File: config.mk
export PLATFORM = sky130hd
export DESIGN_NAME = jktm_match
export DESIGN_NICKNAME = d
export VERILOG_FILES = /design/src/sv/jktm_pkg.sv /design/src/sv/jktm_match.sv
export SDC_FILE = /design/constraint.sdc
export NUM_CORES = 1
export LEC_CHECK = 0
export BUFFER_PORTS_ARGS = -buffer_cell sky130_fd_sc_hd__buf_2
export CORE_ASPECT_RATIO = 0.75
export CORE_MARGIN = 1
export CORE_UTILIZATION = 49
export DETAILED_ROUTE_END_ITERATION = 8
export PLACE_DENSITY = 0.71
export SLEW_MARGIN = 20
export SYNTH_ARGS = -nofsm -noshare
export SYNTH_HDL_FRONTEND = slang
export SYNTH_SLANG_ARGS = --single-unit
File: constraint.sdc
create_clock -name clk -period 2.5 [get_ports clk]
set_input_delay 0.25 -clock clk [delete_from_list [all_inputs] [get_ports clk]]
set_output_delay 0.25 -clock clk [all_outputs]
set_load 0.01 [all_outputs]
File: src/sv/jktm_pkg.sv
package jktm_pkg;

  localparam int NUM_KEYS    = 16;
  localparam int MAX_KEY_LEN = 32;

  localparam int CHAR_W = 8;
  localparam int SLOT_W = 4;
  localparam int POS_W  = 5;
  localparam int LEN_W  = 6;
  localparam int CNT_W  = 5;
  localparam int ROW_W  = NUM_KEYS * CHAR_W;

  localparam logic [1:0] MODE_LOAD_CHAR = 2'd0;
  localparam logic [1:0] MODE_LOAD_LEN  = 2'd1;
  localparam logic [1:0] MODE_STREAM    = 2'd2;
  localparam logic [1:0] MODE_END       = 2'd3;

  localparam logic [CHAR_W-1:0] QUOTE_CHAR     = 8'h22;
  localparam logic [CHAR_W-1:0] BACKSLASH_CHAR = 8'h5C;
  localparam logic [CHAR_W-1:0] NUL_CHAR       = 8'h00;

  localparam logic [LEN_W-1:0] LEN_MAX  = LEN_W'(MAX_KEY_LEN);
  localparam logic [LEN_W-1:0] SEEN_MAX = LEN_W'(MAX_KEY_LEN + 1);

  typedef struct packed {
    logic [1:0]        mode;
    logic [SLOT_W-1:0] key_slot;
    logic [POS_W-1:0]  char_pos;
    logic [CHAR_W-1:0] char_value;
    logic [LEN_W-1:0]  key_length;
  } jktm_in_t;

  typedef struct packed {
    logic              found;
    logic [SLOT_W-1:0] key_index;
  } jktm_out_t;

  // one processed item handed to the match unit
  typedef struct packed {
    logic     fire;
    jktm_in_t item;
  } jktm_step_t;

  // result of one processed item
  typedef struct packed {
    logic      valid;
    jktm_out_t data;
  } jktm_rep_t;

  // byte write into the key character memory
  typedef struct packed {
    logic              en;
    logic [POS_W-1:0]  row;
    logic [SLOT_W-1:0] lane;
    logic [CHAR_W-1:0] data;
  } jktm_wr_t;

endpackage

File: src/sv/jktm_match.sv
module jktm_match (
  input  logic                          clk,
  input  logic                          rst_n,
  input  jktm_pkg::jktm_step_t          step,
  input  logic [jktm_pkg::CNT_W-1:0]    key_count,
  input  logic [jktm_pkg::ROW_W-1:0]    rd_data,
  output logic [jktm_pkg::POS_W-1:0]    rd_addr,
  output jktm_pkg::jktm_rep_t           rep
);
  import jktm_pkg::*;

  logic [LEN_W-1:0]    key_len_r [NUM_KEYS];
  logic [NUM_KEYS-1:0] cand_r, cand_nxt;
  logic [LEN_W-1:0]    seen_r, seen_nxt;
  logic                bs_odd_r, bs_odd_nxt;

  logic [CNT_W-1:0]    active_n;
  logic [NUM_KEYS-1:0] active;
  logic [NUM_KEYS-1:0] hit;
  logic [NUM_KEYS-1:0] differ;
  logic                is_stream;
  logic                is_report;
  logic [CHAR_W-1:0]   ch;

  assign ch        = step.item.char_value;
  assign is_stream = step.item.mode == MODE_STREAM;
  assign is_report = (step.item.mode == MODE_END) ||
                     (is_stream && (ch == QUOTE_CHAR) && !bs_odd_r);
  assign active_n  = (key_count > CNT_W'(NUM_KEYS)) ? CNT_W'(NUM_KEYS) : key_count;

  always_comb begin
    for (int i = 0; i < NUM_KEYS; i++) begin
      active[i] = CNT_W'(i) < active_n;
      hit[i]    = active[i] && cand_r[i] && (key_len_r[i] == seen_r);
      differ[i] = ((seen_r < key_len_r[i]) ? rd_data[i*CHAR_W +: CHAR_W] : NUL_CHAR) != ch;
    end
  end

  // lowest surviving key of matching length
  always_comb begin
    rep.valid          = step.fire && is_report;
    rep.data.found     = 1'b0;
    rep.data.key_index = '0;
    for (int i = NUM_KEYS - 1; i >= 0; i--) begin
      if (hit[i]) begin
        rep.data.found     = 1'b1;
        rep.data.key_index = SLOT_W'(i);
      end
    end
  end

  always_comb begin
    cand_nxt   = cand_r;
    seen_nxt   = seen_r;
    bs_odd_nxt = bs_odd_r;
    if (step.fire && is_report) begin
      cand_nxt   = '1;
      seen_nxt   = '0;
      bs_odd_nxt = 1'b0;
    end else if (step.fire && is_stream) begin
      bs_odd_nxt = (ch == BACKSLASH_CHAR) ? !bs_odd_r : 1'b0;
      cand_nxt   = cand_r & ~(active & differ);
      if (seen_r != SEEN_MAX) begin
        seen_nxt = seen_r + LEN_W'(1);
      end
    end
  end

  // prefetch the row for the next character position
  assign rd_addr = rst_n ? seen_nxt[POS_W-1:0] : '0;

  always_ff @(posedge clk) begin
    if (!rst_n) begin
      cand_r   <= '1;
      seen_r   <= '0;
      bs_odd_r <= 1'b0;
    end else begin
      cand_r   <= cand_nxt;
      seen_r   <= seen_nxt;
      bs_odd_r <= bs_odd_nxt;
    end
  end

  always_ff @(posedge clk) begin
    if (step.fire && (step.item.mode == MODE_LOAD_LEN)) begin
      key_len_r[step.item.key_slot] <= (step.item.key_length > LEN_MAX) ?
                                       LEN_MAX : step.item.key_length;
    end
  end

endmodule

==> results.md, run 1 <==
Outcome:
- The flow ran to the end, but the final reports show violations.
- The checks that failed: setup timing.

Drt:
- Wire segments on met2 add up to 15920 um in the final route.
- In this run the remaining antenna-violating nets after routing total 0.
- For this run, the detailed router's first-pass iteration total came to 6.
- The first-iteration detailed-routing DRC count is 846.
- The detailed router placed 10030 vias in this run.
- The uppermost layer routed is met4.
- After detailed routing, the total wire length is 33540 um.
- Dividing the detail-routed wire length by the instance count gives 20.62 um.
- The number of vias per cell is 6.167.
- After detailed routing, the wire length on met1 is 13810 um.
- The total met3 wirelength after detailed routing is 2643 um.
- The DRC violations left is 0.

Timing:
- The worst-case clock skew is 0.008161 ns.
- The max-slew violation count is 0.
- For the pin with the worst max-slew slack, the measured transition is 0.6466 ns.
- The ratio of final minimum period to clock period is 116.8%.
- The worst-case headroom to the max-slew limit is 56.74%.
- The post-route minimum period is 2.921 ns.
- Setup repair after global routing could not meet its margin everywhere.
- The highest achievable clock rate is 342.4 MHz.
- The number of endpoints with negative hold slack in the final report is 0.
- The least setup slack across all paths after layout is -0.4206 ns.
- Setup violations remaining at the end of the flow were counted as 10.

Floorplanning:
- The die is 123.6 um tall.
- The core region is 19320 um^2.
- The initial standard-cell utilization of the core is 49.96%.
- The count of boundary I/O pins is 172.
- The floorplan step defined a die boundary enclosing 20270 um^2.
- The die is 164.1 um wide.
- The number of cell rows is 44.

Synth:
- The number of enable flip-flop cells after synthesis is 96.
- The cell area that synthesis handed to floorplanning was 9654 um^2.
- The share of flip-flops with an asynchronous set or reset is 0%.
- The most used flip-flop cell after synthesis is sky130_fd_sc_hd__edfxtp_1.
- By area the synthesized netlist is led by sky130_fd_sc_hd__edfxtp_1 30%, sky130_fd_sc_hd__ha_1 13%, sky130_fd_sc_hd__o21ai_0 7.6%.
- The sequential cell area fraction in the yosys report is 34.63%.
- The top-area cell type share of the netlist area is 29.86%.
- The synthesized design contains 119 register bits.
- During synthesis, Yosys emitted a total of 0 warnings.
- Counting every instance in the synthesized netlist gives 1104.
- Of all cell types, the one taking the most synthesized area is sky130_fd_sc_hd__edfxtp_1.
- Dividing the synthesized area by the synthesized cell count gives 8.745 um^2.
- The synthesized netlist net count is 1363.
- The number of unique standard cell types used by synthesis is 67.

Cells and area:
- The diode insertion count for antenna repair is 0.
- In the final layout, the share of cells above drive strength 1 is 30.64%.
- Leaving out fill and tap cells, the most frequent cells in the layout are 163 x sky130_fd_sc_hd__buf_2, 142 x sky130_fd_sc_hd__o21ai_0, 129 x sky130_fd_sc_hd__inv_1.
- The area growth from synthesis to layout is 34.47%.
- The finished layout holds 1627 standard cells, fillers aside.
- The leading cell type in the layout, fill and taps excluded is sky130_fd_sc_hd__buf_2.
- The final net count is 1620.
- After filler insertion, the fill cell instance count of the layout stands at 1504.

Global route:
- The overall overflow remaining after global route is 0.
- The wire length of the first global-routing pass is 49120 um.
- The overall track demand over capacity in global routing is 32.13%.
- The largest net degree at the start of global routing is 24.
- The number of antenna violations at the first check in global routing was 0.
- The number of global-route vias before repair came to 9403.

Job:
- The tool flagged a number of max-cap violations equal to 0.

Hold path:
- In this run the worst hold path is classified as input pin to flop.

Placement:
- At the placement stage, the worst setup path has a slack of -0.2539 ns.
- Input and output buffers added on the ports amount to 166.
- The global placer's final weighted congestion is 0.9765.
- Detailed placement ended at an HPWL of 23310 um.
- The number of cells in the design after placement is 1573.

Clock tree:
- In this run the clock root is driven by a sky130_fd_sc_hd__clkbuf_16.
- After clock tree synthesis, the clock-pin slew on the worst setup and hold paths is 0.06 ns.
- The number of clock buffers added by TritonCTS is 17.
- The clock tree synthesis step divided the H-tree into 4 levels.
- The TritonCTS clock tree is built.
- The clock passes through at most 2 buffers.
- The clock drives 119 sinks.
- The later pin in the worst-skew pair is clocked with a latency of 0.41 ns.

Pwr:
- For this design the static power due to leakage is 5.544 nW.
- The total power divided by cell area is 425.7 nW/um^2.
- Overall power consumption after layout is estimated at 0.005526 W.
- Across the VDD grid, the largest voltage drop is 363.6 uV.

Worst setup path:
- The kind of capture point of the worst setup path is an output port.
- The required time of the critical path is 2.25 ns.
- In this run the worst path has a maximum fanout of 6.
- The data arrival time of the critical path is 2.67 ns.
- Across all register-to-register paths, the minimum setup slack is -0.07 ns.
- The worst setup path is of the flop to output port kind.
- STA classifies the critical path startpoint as a flop.
[layer usage]
| metal | vias to the layer above | track usage [%] |
|---|---|---|
| met5 | - | 0 |
| met4 | 0 | 11.52 |
| met3 | 106 | 4.864 |
| met2 | 523 | 53.98 |
| met1 | 4773 | 42.05 |
| li1 | 4631 | - |
[cell type report]
cell class                 instances  area [um^2]  share of cell area (%)
tap                              253        316.6                   2.438
multi-input combinational        805         6297                   48.51
inverter                         134        505.5                   3.894
timing repair buffer             284         1933                   14.89
clock inverter                    12        133.9                   1.031
clock buffer                      20        436.7                   3.364
sequential                       119         3359                   25.88
[registers in the layout, indices dropped and copies added, names as in the netlist]
name       count
key_len_r     96
cand_r        16
seen_r         6
bs_odd_r       1
[repair_timing]
action,4_1_cts,5_1_grt
buffers inserted,15,13
gates resized for setup,85,68
endpoints found under the setup margin,12,18
pin swaps,44,52
hold buffers,0,0
cloned,2,0
[worst max-delay path, cell delays in order (launching register included)]
cell and delay (ns):
sky130_fd_sc_hd__dfxtp_4 0.36, sky130_fd_sc_hd__buf_12 0.12, sky130_fd_sc_hd__buf_16 0.14, sky130_fd_sc_hd__ha_4 0.26, sky130_fd_sc_hd__nand4_1 0.17, sky130_fd_sc_hd__a211oi_2 0.32
sky130_fd_sc_hd__nor2_1 0.09, sky130_fd_sc_hd__a211o_1 0.28, sky130_fd_sc_hd__a311oi_2 0.23, sky130_fd_sc_hd__o21ai_1 0.13, sky130_fd_sc_hd__buf_2 0.15
[cells by family after synthesis]
group / after synthesis / share of synthesized area, %
simple gates: 294 / 15.98
mux: 1 / 0.1037
buf+inv: 180 / 7.698
flops: 119 / 34.63
compound gates: 366 / 24.72
xor+xnor: 46 / 4.173
fa+ha+maj: 98 / 12.70
[synthesized netlist by cell type (22+ instances only)]
cell / number
sky130_fd_sc_hd__nand3_1: 40
sky130_fd_sc_hd__ha_1: 98
sky130_fd_sc_hd__edfxtp_1: 96
sky130_fd_sc_hd__dfxtp_1: 23
sky130_fd_sc_hd__a21oi_1: 59
sky130_fd_sc_hd__nor2b_1: 32
sky130_fd_sc_hd__xor2_1: 25
sky130_fd_sc_hd__nor3_1: 23
sky130_fd_sc_hd__nand4_1: 25
sky130_fd_sc_hd__nor2_1: 56
sky130_fd_sc_hd__a211oi_1: 22
sky130_fd_sc_hd__inv_1: 131
sky130_fd_sc_hd__nand2_1: 50
sky130_fd_sc_hd__nand2b_1: 28
sky130_fd_sc_hd__o21ai_0: 147
sky130_fd_sc_hd__a22oi_1: 26
[stage by stage]
step	setup TNS [ns]	instance area, um^2	util, %	hold slack (ns)
6_report	-2.069	12980	67.18	0.2435
5_1_grt	-2.757	12980	67.18	0.2539
4_1_cts	-1.852	12600	65.22	0.2338
3_5_place_dp	-0.7892	11370	58.84	0.4655
3_3_place_gp	-0.4825	11370	58.84	0.4483
2_1_floorplan	0	9654	-	0.4380
[power breakdown]
group          switching [W]  internal, W
combinational       0.000548     0.000383
clock               0.000875      0.00155
sequential         0.0000140      0.00216
[path summary, 6_finish.rpt]
kind / startpoint / to / cells after the start
setup / recovery: seen_r[4] / rep[1] / 10
hold / removal: rd_data[12] / cand_r[1] / 3
setup reg to reg: seen_r[1] / cand_r[3] / 10
hold reg to reg: cand_r[8] / cand_r[8] / 1
(Power assumes the default switching activity.)
==> run 2: changes to the inputs <==
--- a/config.mk
+++ b/config.mk
@@ -6,11 +6,14 @@
 export NUM_CORES = 1
 export LEC_CHECK = 0
 export BUFFER_PORTS_ARGS = -buffer_cell sky130_fd_sc_hd__buf_2
+export CELL_PAD_IN_SITES_DETAIL_PLACEMENT = 0
+export CELL_PAD_IN_SITES_GLOBAL_PLACEMENT = 2
 export CORE_ASPECT_RATIO = 0.75
 export CORE_MARGIN = 1
-export CORE_UTILIZATION = 49
+export CORE_UTILIZATION = 31
 export DETAILED_ROUTE_END_ITERATION = 8
-export PLACE_DENSITY = 0.71
+export MAX_ROUTING_LAYER = met4
+export PLACE_DENSITY = 0.74
 export SLEW_MARGIN = 20
 export SYNTH_ARGS = -nofsm -noshare
 export SYNTH_HDL_FRONTEND = slang
==> run 2 against run 1 <==
The flow still finishes with violations (setup timing); non-clock buffer count increased by 7; clock skew hardly changed; sequential share of layout area is 0.33 points higher; critical endpoint is now rep[4]; cell count is 9.5% higher; critical path type unchanged.
==> results.md, run 2 (same netlist as run 1, synthesis figures left out) <==
Clock tree:
- The clock sink count is 119 (unchanged).
- The register clock-pin slew on the reported worst setup and hold paths is 0.06 ns (about the same).
- The clock root buffer master is sky130_fd_sc_hd__clkbuf_16 (unchanged).
- The TritonCTS clock tree is built (unchanged).
- The number of buffers created by CTS came to 17 (unchanged).
- The number of hold buffers added after CTS is 0 (unchanged).
- The clock tree buffer depth came to 2 (unchanged).
- The later-pin clock latency in the skew report is 0.43 ns (was 0.41 ns).
- The H-tree level count is 4 (unchanged).

Drt:
- The met2 routed wirelength is 15620 um (was 15920 um).
- The detailed-router iteration count before antenna repair is 5 (was 6).
- The total via count after detailed routing was 9424 (was 10030).
- The routed length per instance was 19.73 um (was 20.62 um).
- The number of vias per cell is 5.291 (was 6.167).
- The first-iteration detailed-routing DRC count is 596 (was 846).
- The DRC violations left was 0 (unchanged).
- The total met3 wirelength after detailed routing is 1405 um (was 2643 um).
- The uppermost layer routed is met4 (unchanged).
- The count of nets left with antenna violations after detail routing is 0 (unchanged).
- The routed length on met1 is 17470 um (was 13810 um).
- The final routed wirelength across all metal layers was 35140 um (was 33540 um).

Floorplanning:
- The count of boundary I/O pins is 172 (unchanged).
- The initial standard-cell utilization of the core is 31.74% (was 49.96%).
- The floorplan die width is 205.8 um (was 164.1 um).
- The die footprint came to 31860 um^2 (was 20270 um^2).
- The area of the core region is 30420 um^2 (was 19320 um^2).
- The height of the chip is 154.8 um (was 123.6 um).
- The number of cell rows is 55 (was 44).

Timing:
- The smallest hold slack was 0.2578 ns (was 0.2435 ns).
- The worst-case headroom to the max-slew limit is 56.26% (was 56.74%).
- The max-slew violation count is 0 (unchanged).
- The least setup slack across all paths after layout came to -0.4057 ns (was -0.4206 ns).
- The total setup violations reported at the end of the flow was 5 (was 10).
- The ratio of final minimum period to clock period is 116.2% (was 116.8%).
- The number of endpoints with negative hold slack in the final report is 0 (unchanged).
- The post-route minimum period came to 2.906 ns (was 2.921 ns).
- The worst-case clock skew came to 0.008089 ns (was 0.008161 ns).
- The highest achievable clock rate was 344.2 MHz (was 342.4 MHz).
- Unrepaired setup endpoints after global routing: true (unchanged).
- The transition at the pin with the smallest max-transition slack is 0.6536 ns (was 0.6466 ns).

Worst setup path:
- The endpoint of the worst setup timing path is rep[4] (was rep[1]).
- The kind of start point of the critical path was a flop (unchanged).
- The kind of capture point of the worst setup path is an output port (unchanged).
- The cell repeated most along the worst path is sky130_fd_sc_hd__or3_4.
- The data arrival time of the critical path is 2.66 ns (was 2.67 ns).
- The launch instance of the worst register-to-register path is seen_r[1] (unchanged).
- The critical path launch point is seen_r[3] (was seen_r[4]).
- The worst reg2reg path depth is 9 (was 10).
- The required time of the critical path is 2.25 ns (about the same).
- The kind of critical path is flop to output port (unchanged).
- The maximum fanout along the worst path is 13 (was 6).
- The setup slack of the most critical reg-to-reg path was 0.08 ns (was -0.07 ns).
- The worst stage delay on the critical path came to 0.41 ns (was 0.36 ns).
- The capture point of the worst reg-to-reg path was cand_r[2] (was cand_r[3]).
- Cells traversed along the worst timing path: buf_12, ha_1, nand4_1, a211o_1, nand2_1, or3_4, or3_4, buf_2 (was buf_12, buf_16, ha_4, nand4_1, a211oi_2, nor2_1, a211o_1, a311oi_2, o21ai_1, buf_2).
- The cell with the largest stage delay on the worst path is sky130_fd_sc_hd__or3_4 (was sky130_fd_sc_hd__dfxtp_4).

Pwr:
- The portion of total power attributed to the clock network was 47.2% (was 43.8%).
- The switching component of the power is 0.001547 W (was 0.001437 W).
- The maximum ir drop on the vdd rail is 408.6 uV (was 363.6 uV).
- The part of the total power dissipated in sequential elements is 37.1% (was 39.3%).
- The internal power is 0.004308 W (was 0.004089 W).
- The sum of internal, switching and leakage power was 0.005856 W (was 0.005526 W).
- The total power divided by cell area is 457.4 nW/um^2 (was 425.7 nW/um^2).
- The switching part of the total came to 26.43% (was 26.01%).
- The total leakage power was 5.531 nW (was 5.544 nW).
- The logic gate share of total power is 15.7% (was 16.8%).

Cells and area:
- The number of fill cells was 3073 (was 1504).
- The final net count is 1627 (was 1620).
- The storage element area is 3354 um^2 (was 3359 um^2).
- Top library cells by usage in the layout, fill and taps aside: 166 x sky130_fd_sc_hd__buf_2, 145 x sky130_fd_sc_hd__o21ai_0, 131 x sky130_fd_sc_hd__inv_1 (was 163 x sky130_fd_sc_hd__buf_2, 142 x sky130_fd_sc_hd__o21ai_0, 129 x sky130_fd_sc_hd__inv_1).
- The flip-flop count of the largest register, all copies and words added is 96 (unchanged).
- The ratio of cells with drive above 1 in the final layout came to 28.02% (was 30.64%).
- The register bank with the most flops is key_len_r (unchanged).
- The leading cell type in the layout, fill and taps excluded is sky130_fd_sc_hd__buf_2 (unchanged).
- The footprint of the multi-input gates is 5898 um^2 (was 6297 um^2).
- The area added between synthesis and finish is 32.61% (was 34.47%).
- Registers with the most flip-flops: key_len_r x96, cand_r x16, seen_r x6 (unchanged).

Global route:
- The overall track demand over capacity in global routing is 22.54% (was 32.13%).
- The number of global-route vias before repair is 9052 (was 9403).
- The overall overflow remaining after global route was 0 (unchanged).
- The largest net degree at the start of global routing was 38 (was 24).
- The number of antenna violations at the first check in global routing is 1 (was 0).
- The wire length of the first global-routing pass was 52360 um (was 49120 um).

Hold path:
- The type of the worst min-delay path is input pin to flop (unchanged).
- The worst min-delay path startpoint was rd_data[15] (was rd_data[12]).

Job:
- The total of max-cap violations is 0 (unchanged).

Outcome:
- Violations in the final reports: setup timing (unchanged).
- Outcome: complete, but fails checks (unchanged).

Placement:
- The placed wire-length estimate came to 26870 um (was 23310 um).
- The post-placement setup slack is -0.1437 ns (was -0.2539 ns).
- The number of buffer cells added on primary ports is 166 (unchanged).
- The global placer's final weighted congestion came to 0.9049 (was 0.9765).
==> run 2: cell type report <==
type | count | area share (%)
Multi-Input combinational cell | 805 | 46.07
Clock inverter | 15 | 1.769
Sequential cell | 119 | 26.20
Clock buffer | 17 | 3.323
Antenna cell | 1 | 0.01955
Inverter | 134 | 3.929
Timing Repair Buffer | 291 | 14.79
Tap cell | 399 | 3.900
==> run 2: timing repair <==
action / 4_1_cts / 5_1_grt
gates resized for setup: 15 / 55
setup endpoints to repair: 10 / 13
buffers inserted: 1 / 7
gates cloned: 0 / 1
pin swaps: 8 / 17
==> run 2: metrics by stage <==
step / setup TNS (ns) / instance area [um^2] / cells / utilization [%]
floorplan: 0 / 9654 / 1104 / -
global placement: -0.3843 / 11730 / 1739 / 38.56
detailed placement: -0.4223 / 11730 / 1739 / 38.56
CTS: -1.691 / 12450 / 1772 / 40.92
global route: -2.157 / 12800 / 1781 / 42.09
finish: -1.619 / 12800 / 1781 / 42.09
==> run 2: routing by layer <==
metal | vias up | track usage [%]
li1 | 4641 | -
met1 | 4534 | 31.96
met2 | 214 | 33.78
met3 | 35 | 2.676
met4 | 0 | 5.742
met5 | - | -
==> run 2: worst max-delay path, delay by kind of cell, from the launching register on <==
family	cells	cell delay [ns]
buffers and inverters	2	0.31
AND/OR/NAND/NOR	4	1.05
AO/OA/AOI/OAI	1	0.21
adder cells (fa/ha/maj)	1	0.32
flip-flops	1	0.34
==> run 2: how the worst min path moves through the flow <==
stage,cells after the start,to,slack [ns]
after CTS,3,bs_odd_r,0.26
after floorplan,1,cand_r[8],0.44
final,3,cand_r[1],0.26
after global placement,1,cand_r[14],0.45
after global routing,3,cand_r[1],0.26
after detailed placement,1,cand_r[2],0.47
==> run 2: power groups by stage <==
| stage | clock network [W] | registers, W | logic, W |
|---|---|---|---|
| floorplan | 0 | 0.00222 | 0.000463 |
| global placement | 0 | 0.00222 | 0.000877 |
| detailed placement | 0 | 0.00222 | 0.000885 |
| CTS | 0.00278 | 0.00218 | 0.000894 |
| global route | 0.00287 | 0.00218 | 0.00101 |
| finish | 0.00276 | 0.00217 | 0.000919 |
